**config.mk**
```make
export PLATFORM = sky130hd
export DESIGN_NAME = mtf_pos_enc
export DESIGN_NICKNAME = d
export VERILOG_FILES = /design/src/rtl/mtf_pkg.sv /design/src/rtl/mtf_pos_enc.sv
export SDC_FILE = /design/constraint.sdc
export NUM_CORES = 1
export LEC_CHECK = 0
export ABC_AREA = 1
export BUFFER_PORTS_ARGS = -buffer_cell sky130_fd_sc_hd__buf_4
export CAP_MARGIN = 10
export CORE_AREA = 2 2 102 104
export DETAILED_ROUTE_END_ITERATION = 10
export DIE_AREA = 0 0 104 106
export GPL_ROUTABILITY_DRIVEN = 0
export PLACE_DENSITY = 0.67
export SETUP_SLACK_MARGIN = 0.4
export SKIP_CTS_REPAIR_TIMING = 1
export SLEW_MARGIN = 30
export SYNTH_ARGS = -nofsm -noshare
export SYNTH_HDL_FRONTEND = slang
export SYNTH_SLANG_ARGS = --single-unit
export TNS_END_PERCENT = 10
```
**constraint.sdc**
```tcl
create_clock -name clk -period 1 [get_ports clk]
set_input_delay 0.15 -clock clk [delete_from_list [all_inputs] [get_ports clk]]
set_output_delay 0.15 -clock clk [all_outputs]
set_load 0.02 [all_outputs]
```
**src/rtl/mtf_pkg.sv**
```systemverilog
// Shared constants, codes and types for the move-to-front position tracker.
package mtf_pkg;

  localparam int ITEM_W        = 8;
  localparam int POS_OUT_W     = 8;
  localparam int CNT_W         = 9;
  localparam int NUM_ITEMS_DEF = 256;
  localparam int STORE_DEPTH   = 256;

  localparam logic [CNT_W-1:0] ACTIVE_RESET = 9'd256;

  localparam logic ACT_MOVE   = 1'b0;
  localparam logic ACT_REPORT = 1'b1;

  // Control broadcast from the sequencer to every slot cell.
  typedef struct packed {
    logic capture;
    logic shift;
  } mtf_ctl_t;

endpackage

```
**src/rtl/mtf_pos_enc.sv**
```systemverilog
// Turns the one-hot match row of the slot cells into a registered slot number.
module mtf_pos_enc #(
  parameter int N     = 256,
  parameter int POS_W = 8
) (
  input  logic             clk,
  input  logic             load,
  input  logic [N-1:0]     hit,
  output logic [POS_W-1:0] pos
);
  import mtf_pkg::*;

  logic [POS_W-1:0] pos_next;

  // Exactly one slot matches, so an OR of the slot numbers gives its index.
  always_comb begin
    pos_next = '0;
    for (int s = 0; s < N; s++) begin
      if (hit[s]) begin
        pos_next = pos_next | POS_W'(s);
      end
    end
  end

  always_ff @(posedge clk) begin
    if (load) begin
      pos <= pos_next;
    end
  end

endmodule

```
## Word-level counts from Yosys, hierarchy flattened

Cells that the tools add are included.

- Flip-flop bits (word level): 8
- Bits of input ports: 258
- Output and inout port bits: 8
- Word-level logic and storage cells: 268

- Muxes and demuxes: 253
- Reduce and logical (&&, ||, !) cells: 7

Operators by type and width:

| kind | count |
|---|---|
| $mux 8 | 126 |
| $mux 7 | 64 |
| $mux 6 | 32 |
| $reduce_or 128->1 | 1 |
| $mux 5 | 16 |
| $reduce_or 64->1 | 1 |
| $mux 4 | 8 |
| $reduce_or 32->1 | 1 |
| $reduce_or 16->1 | 1 |
| $mux 3 | 4 |
| $reduce_or 8->1 | 1 |
| $mux 2 | 2 |
| $reduce_or 4->1 | 1 |
| $reduce_or 2->1 | 1 |
| $mux 1 | 1 |

## Depth between registers and ports, before layout

- Depth in word-level cells: 253
- Mapped depth: 8
- Mapped depth without buffers: 8

## Worst setup path before layout

Ideal clock, no wire load.

- Path type: input-to-reg
- From: input port hit[250]
- To: register pos[5] (data pin)
- Library setup time: 254 ps
- Arrival time: 813 ps
- Data required time: 746 ps
- Slack: -67 ps
- Stages: 8
- Buffers on the path: 0
- Cell sequence: nor2_1 nand2_1 nor2_2 inv_2 nor2_4 nand2_2 nor2_1 nand2_1

- Longest elaborated chain between the ends: 1

Ends and longest elaborated chain:

| item | line | source |
|---|---|---|
| start, declared | mtf_pos_enc.sv:8 | `input logic [N-1:0] hit,` |
| $reduce_or 32->1 (no line) | - |  |
| end signal, assigned | mtf_pos_enc.sv:27 | `pos <= pos_next;` |
| end, declared | mtf_pos_enc.sv:9 | `output logic [POS_W-1:0] pos` |

No other way between the ends.
A chain may end at the register's enable or synchronous reset.

## Worst setup path in the final report

- From: input port hit[58]
- To: register pos[4] (data pin)

- Longest elaborated chain between the ends: 182

Ends and longest elaborated chain:

| item | line | source |
|---|---|---|
| $mux 6 (6 in series) | mtf_pos_enc.sv:19 | `if (hit[s]) begin` |
| $mux 7 (64 in series) | mtf_pos_enc.sv:19 |  |
| $mux 8 (112 in series) | mtf_pos_enc.sv:19 |  |

No other way between the ends.

==> metrics <==
pre-CTS setup slack -0.4482 ns; Clk pwr share 0.140; critical path endpoint pos[4]; delay-heaviest family, CP simple AND/OR/NAND/NOR gates; maximum clock path buffer count 2; slowest CP cell nor2_2; final-report hold violation count 0; CP Depth 9; Area growth, synth to finish 116.5%; Root Buffer clkbuf_8; met2 usage 0.5381; synth unique cells 17; crit path time final ~1.1 ns; crit path DAT 1.08 ns; commonest non-fill, non-tap cell in the layout buf_4; cts bufs inserted 3; vias per cell 4.840; number of I/O port buffers between 200 and 300; Die W about 100 um; final slew viol count 0; CP endpoint kind flip-flop; clk slew on worst S/H paths around 0.04 ns; Top reg by flops pos; DP Wirelength about 16 mm; Register Area 240.2 um^2; GR Util met3 0.05886; Final WS setup -0.09696 ns; met1 Usage GRT 0.3533; CP Launch Type primary input; DR WL/cell 16.14 um; max FFs per register 8; Seq/Total Area, Yosys 0.08700; drt drc 0; Max H-tree Level 1; Final nets between 1000 and 1500; Largest stage delay, worst path 0.16 ns; Post-Syn Area per Cell between 4 and 5 um^2; critical path type primary input to flip-flop; Pre-Repair DR Iteration Count 4; CORE AREA around 0.01 mm^2; post-synthesis cell count slightly above 600; sequential share of power 0.144; maximum fanout along the worst path 2; area of the multi-input gates 0.002833 mm^2; failing checks setup timing; row count 37; vias in the first global route 5035; antenna violations before repair 0; vias roughly 5200; Hold Path Class primary input to flip-flop; post-synth top area cell nor2_1; critical path, cell by cell buf_4 -> nor2_1 -> nand2_2 -> nor2_2 -> nand2_1 -> nor2_1 -> nand2_1 -> nor2_1 -> nand2_1; Ports approximately 270; outcome finished with violations; top cell type's share of synthesized area 0.4826; Ys Warns 0; Static Leakage ~2.6 nW; critical path launch point hit[58]; switching share of total power 0.3758; P_sw about 0.0010 W; Max IR drop VDD ~270 uV; Final TNS setup -0.3586 ns; layout cells sized above 1 0.4783; Layout fillers approximately 1100; Mapped Nets 869; Worst Path Buf+Inv 1; maximum number of pins on one net before global-route repair 9; first-pass GRT wire length approximately 25 mm; unrepaired setup endpoints after global routing yes; Critical Path RT between 0.9 and 1 ns; Initial Util 0.2762; Tcrit/Tclk final 1.097; MaxCap Viol Count 0; Most Crowded Layer GR met2; PD cells around 460 mW/mm^2; top flop regs pos: 8 flops; Slew @ Worst Pin ~0.26 ns; Die Y 106 um; commonest non-fill, non-tap cells in the layout buf_4 (306), nor2_1 (278), nand2_1 (97); grt total ovfl 0; CTS tree done; Max-Slew Margin vs Limit 0.8265; CTS sink count 8; Detail Route Antenna Nets 0; Routed WL roughly 17 mm; Post-Syn Area approximately 0.0028 mm^2; antenna fix cells 0; die outline area 0.01102 mm^2; GRT Total Usage 0.2956; Comb power frac 0.716; Peak Freq between 900 and 1000 MHz; synthesized flop and latch total 8; Final Setup Violations 8; leading post-synthesis cells by cell area nor2_1 (48%), nand2_1 (15%), nand4_1 (14%), edfxtp_1 (8.7%), inv_1 (3.5%); cell-internal power between 0.0015 and 0.002 W; Starting DRT DRC Count 430
## per-layer routing
layer | vias up | wire length (um)
met4 | 0 | 480
li1 | 2640 | -
met5 | - | 0
met2 | 278 | 8690
met3 | 38 | 1441
met1 | 2276 | 6829
## layout make-up
type | count | share of cell area
multi-input combinational | 572 | 0.4737
clock buffer | 3 | 0.006905
tap | 136 | 0.02846
inverter | 31 | 0.01946
sequential | 8 | 0.04018
timing repair buffer | 331 | 0.4313
## how the worst min path moves through the flow
stage	from	to	slack, ns	cells past startpoint
after floorplan	load	pos[0]	0.26	0
after global placement	load	pos[0]	0.45	1
after detailed placement	load	pos[0]	0.45	1
after CTS	load	pos[6]	0.22	1
after global routing	load	pos[6]	0.23	1
final	load	pos[7]	0.22	1
## power by group through the flow
stage               clock [W]  sequential [W]  combinational (W)
floorplan                   0        0.000420           0.000384
global placement            0        0.000402            0.00175
detailed placement          0        0.000401            0.00175
CTS                  0.000392        0.000396            0.00176
global route         0.000407        0.000400            0.00213
finish               0.000388        0.000399            0.00198
## through the flow
step	hold WS [ns]	power, W	instances	instance area, um^2	utilization
floorplan	0.2625	0.0008038	611	2781	-
global placement	0.4548	0.002152	1075	5414	0.5414
detailed placement	0.4533	0.002152	1075	5414	0.5414
CTS	0.2155	0.002546	1078	5455	0.5455
global route	0.2278	0.002937	1081	5979	0.5980
finish	0.2233	0.002771	1081	5979	0.5980
## synth_stat cells (all sizes together)
master / instances
nor2: 364
nand4: 60
and2: 1
edfxtp: 8
nand3b: 3
nand3: 18
inv: 31
nor3: 9
nor3b: 2
nand2: 109
or2: 6
## cells by family (layout without fill, tap and decap cells)
group / count (synthesis) / after routing / share of synthesized area
and+or+nand+nor: 572 / 572 / 0.8709
DFF: 8 / 8 / 0.08700
buffers and inverters: 31 / 365 / 0.04214
(Power assumes the default switching activity.)
