==> config.mk <==
export PLATFORM = sky130hd
export DESIGN_NAME = mtf_cell
export DESIGN_NICKNAME = d
export VERILOG_FILES = /design/src/rtl/mtf_pkg.sv /design/src/rtl/mtf_cell.sv
export SDC_FILE = /design/constraint.sdc
export NUM_CORES = 1
export LEC_CHECK = 0
export ABC_CLOCK_PERIOD_IN_PS = 940
export BUFFER_PORTS_ARGS = -buffer_cell sky130_fd_sc_hd__buf_2
export CAP_MARGIN = 20
export CORE_MARGIN = 3
export CORE_UTILIZATION = 31
export CTS_CLUSTER_DIAMETER = 40
export CTS_CLUSTER_SIZE = 25
export DETAILED_ROUTE_END_ITERATION = 8
export HOLD_SLACK_MARGIN = 0.02
export PLACE_DENSITY = 0.71
export SLEW_MARGIN = 40
export SYNTH_ARGS = -nofsm -noshare
export SYNTH_HDL_FRONTEND = slang
export SYNTH_SLANG_ARGS = --single-unit
export TNS_END_PERCENT = 30
==> constraint.sdc <==
create_clock -name clk -period 0.94 [get_ports clk]
set_clock_uncertainty 0.1 [all_clocks]
set_input_delay 0.047 -clock clk [delete_from_list [all_inputs] [get_ports clk]]
set_output_delay 0.047 -clock clk [all_outputs]
set_load 0.02 [all_outputs]
==> src/rtl/mtf_pkg.sv <==
// Shared constants, codes and types for the move-to-front position tracker.
package mtf_pkg;

  localparam int ITEM_W        = 8;
  localparam int POS_OUT_W     = 8;
  localparam int CNT_W         = 9;
  localparam int NUM_ITEMS_DEF = 256;
  localparam int STORE_DEPTH   = 256;

  localparam logic [CNT_W-1:0] ACTIVE_RESET = 9'd256;

  localparam logic ACT_MOVE   = 1'b0;
  localparam logic ACT_REPORT = 1'b1;

  // Control broadcast from the sequencer to every slot cell.
  typedef struct packed {
    logic capture;
    logic shift;
  } mtf_ctl_t;

endpackage

==> src/rtl/mtf_cell.sv <==
// One slot of the ordered list: holds an item id, matches it and shifts it back.
module mtf_cell #(
  parameter int ID_W  = 8,
  parameter int POS_W = 8,
  parameter int INDEX = 0
) (
  input  logic                 clk,
  input  logic                 rst,
  input  mtf_pkg::mtf_ctl_t    ctl,
  input  logic [ID_W-1:0]      key,
  input  logic [ID_W-1:0]      prev_id,
  input  logic [POS_W-1:0]     pos,
  output logic [ID_W-1:0]      id,
  output logic                 match
);
  import mtf_pkg::*;

  // Every slot at or ahead of the found position takes its neighbor's id;
  // slot zero's neighbor is the moved item itself.
  always_ff @(posedge clk) begin
    if (rst) begin
      id    <= ID_W'(INDEX);
      match <= 1'b0;
    end else begin
      if (ctl.shift && (pos >= POS_W'(INDEX))) begin
        id <= prev_id;
      end
      if (ctl.capture) begin
        match <= (id == key);
      end
    end
  end

endmodule

**After elaboration in Yosys (flattened, before gate mapping)**

Index checks and enable logic that the tools add are counted.

- Flip-flop bits (word level): 9
- Input bits: 28
- Output and inout bits: 9
- Word-level logic and storage cells: 5

- Order comparisons: 1
- Equality and inequality tests: 1
- Reductions and logical operators: 1

Operators by type and width:

| operator | count |
|---|---|
| $eq A8 B8 Y1 | 1 |
| $ge A8 B1 Y1 const B | 1 |
| $logic_and A1 B1 Y1 | 1 |

**Longest topological paths before layout**

- Depth in word-level cells: 2
- Mapped depth: 4

**Least setup slack after synthesis**

Ideal clock, no wire load.

- Path type: flip-flop to flip-flop
- From: register id[4]
- To: register match
- Setup time: 0.087 ns
- Arrival time: 0.873 ns
- Slack: -0.120 ns
- Cell stages (with the launch flop): 4
- Path buffers: 0
- Clock period less this slack: 1.060 ns
- Cells stage by stage: dfxtp_1 > xnor2_1 > nand3b_1 > o31ai_1

- Longest elaborated chain between the ends: 1

Ends and longest elaborated chain:

| what | RTL line | text |
|---|---|---|
| from (decl) | mtf_cell.sv:13 | `output logic [ID_W-1:0] id,` |
| from (signal assigned) | mtf_cell.sv:22 | `id <= ID_W'(INDEX);` |
| from (signal assigned) | mtf_cell.sv:26 | `id <= prev_id;` |
| $eq A8 B8 Y1 | mtf_cell.sv:29 | `match <= (id == key);` |
| to (signal assigned) | mtf_cell.sv:29 |  |
| to (decl) | mtf_cell.sv:14 | `output logic match` |

Every way passes these cells.
A chain may end at the register's enable or synchronous reset.

**Final worst setup path**

- From: register id[5]
- To: register match

The elaborated chain is that of the path after synthesis.

==> metrics <==
antenna violations before repair=0; sequential area share after synthesis=0.436; Cell variety after synth=11; core region area=1170 um^2; worst slew slack as a fraction of its limit=0.809; number of sinks on the clock net=9; vertical die dimension=42.5 um; die width=around 42 um; register bit count reported by yosys=9; required time of the critical path=1.01 ns; number of fill cells in the layout=78; effective utilization at floorplan=0.353; most frequent standard cell in the layout excluding fill and tap cells=buf_2; post-route clock period utilization=1.11; number of cells on the worst hold path=4; number of placement rows=12; warnings from Yosys=0; number of global-route vias before repair=496; number of diodes added for antenna fixing=0; clock insertion delay at the later pin of the skew report=approximately 0.26 ns; Critical Path Start Type=flop; status=finished with violations; unrepaired setup endpoints after global routing=yes; total standard cell area after synthesis=413 um^2; full die area=1810 um^2; maximum number of buffers from clock root to sink=2; GR peak layer=met2; critical path data arrival time=1.10 ns; global-route met1 utilization=0.179; actual transition at the worst max-transition pin=0.286 ns; violated checks=setup timing; CTS H-tree lvls=1; clock transition at the registers of the reported paths=0.06 ns; worst slack, placed=-0.0601 ns; Area Growth Syn to Fin=109%; portion of netlist area occupied by mux cells=0.194; GPL Wtd Cong=0.697; synthesized netlist net count=between 60 and 70; count of pins on the block boundary=37; fraction of met2 tracks used by global routing=0.264; critical path capture point type=flop; wire length of the first global-routing pass=2.06 mm; Remaining DRCs=0; time the worst path needs with I/O delays and setup=1.04 ns; via/cell ratio=4.47; worst hold path class=primary input to flop; number of buffers created by CTS=3; total area of multi-input combinational cells=256 um^2; port buffer count=28; worst-path fanout max=3; adder and majority gate portion of the synthesized area=0; Achievable Freq=0.962 GHz; final setup fails=7; DR pass1 iterations=4; share of the synthesized area in compound gates (AO/OA/AOI/OAI)=0.0182; DP HPWL=771 um; CTS tree=built; global routing usage summed across all routing layers=0.153; pins over their slew limit=0; final routed wirelength across all metal layers=between 1 and 1.5 mm; DRC violation total after the first TritonRoute iteration=6; number of max-cap violations=0; number of endpoints with negative hold slack in the final report=0; met3 GRT Util=0.0386; standard cell area after detailed placement=between 600 and 700 um^2; total vias in the final route=between 400 and 500; Post-DRT Antenna Nets=0; maximum number of pins on one net before global-route repair=9; wire length per cell after detailed routing=about 13 um; share of cells above drive strength 1=0.573; depth of the worst register-to-register path=3; xor and xnor fraction of the mapped netlist area=0.170; Syn Inst Count=between 40 and 50; Lkg Pwr=0.418 nW; Simple-Gate Fraction of Synth Area=0.136; Max IR drop VDD=0.000792 V; Root Buffer=clkbuf_4; NumNets Final=118; sequential standard cell area=205 um^2; combinational family with the most area after synthesis=multiplexers; most frequent cells in the layout=buf_2, dlygate4sd3_1, buf_6; worst setup slack after layout=-0.0998 ns; grt ovf=0; post-route cell area=863 um^2; path type of the worst setup path=flop to flop; average cell area after synthesis=10.1 um^2; total power per unit cell area=1170 nW/um^2
==> flip-flops by register name, indices dropped and copies added, names as in the netlist <==
register	flops
match	1
id	8
==> final cells by class <==
type	instances	share of cell area
Multi-Input combinational cell	30	0.297
Sequential cell	9	0.238
Tap cell	14	0.0203
Timing Repair Buffer	46	0.414
Clock buffer	4	0.0304
==> cells in the mapped netlist, drive strengths merged <==
| library cell | n | share of area |
|---|---|---|
| buf | 2 | 0.045 |
| dfxtp | 9 | 0.44 |
| mux2i | 8 | 0.19 |
| nand2 | 1 | 0.0091 |
| nand3 | 1 | 0.012 |
| nand3b | 1 | 0.018 |
| nand4 | 1 | 0.015 |
| nor2 | 9 | 0.082 |
| o31ai | 1 | 0.018 |
| xnor2 | 8 | 0.17 |
==> power breakdown <==
| part | switching, mW | total [mW] | internal, mW |
|---|---|---|---|
| registers | 0.0215 | 0.419 | 0.397 |
| logic | 0.112 | 0.289 | 0.177 |
| clock network | 0.138 | 0.302 | 0.164 |
==> metrics by stage <==
step | hold slack (ns) | TNS, ns | power [mW] | utilization | std cells
4_1_cts | 0.00622 | -0.247 | 0.981 | 0.703 | 102
6_report | 0.0187 | -0.329 | 1.01 | 0.737 | 103
3_3_place_gp | 0.175 | -0.0311 | 0.613 | 0.531 | 87
3_5_place_dp | 0.189 | -0.0601 | 0.617 | 0.531 | 87
5_1_grt | 0.0354 | -0.553 | 1.07 | 0.737 | 103
2_1_floorplan | 0.0929 | -0.0103 | 0.530 | - | 41
==> path summary, 6_finish.rpt <==
kind,from,end,slack (ns)
hold reg to reg,match,match,0.37
setup reg to reg,id[5],match,-0.1
hold / removal,key[6],match,0.02
setup / recovery,id[5],match,-0.1
==> critical path: stages, from the launching register on <==
cell and delay [ns]:
dfxtp_4 0.36, xnor2_2 0.15, nand3_1 0.10, o31ai_1 0.25
==> repair_timing <==
action	4_1_cts	5_1_grt
setup endpoints to repair	6	12
endpoints found under the hold margin	9	0
setup buffers	0	1
hold buffers	11	0
gates resized for setup	17	6
pin swaps	0	0
==> routing by layer <==
layer | part of all wire | vias to the layer above
met5 | 0 | -
met1 | 0.40 | 208
met4 | 0.0038 | 0
met2 | 0.54 | 16
li1 | - | 234
met3 | 0.051 | 2
==> cells by family (layout without fill, tap and decap cells) <==
family	count (synthesis)	after routing
buffers and inverters	2	50
muxes	8	8
DFF	9	9
xor gates and xnor gates	8	8
AOI/OAI and AO/OA	1	1
and+or+nand+nor	13	13
Note: power is estimated with default switching activity, not from simulation.
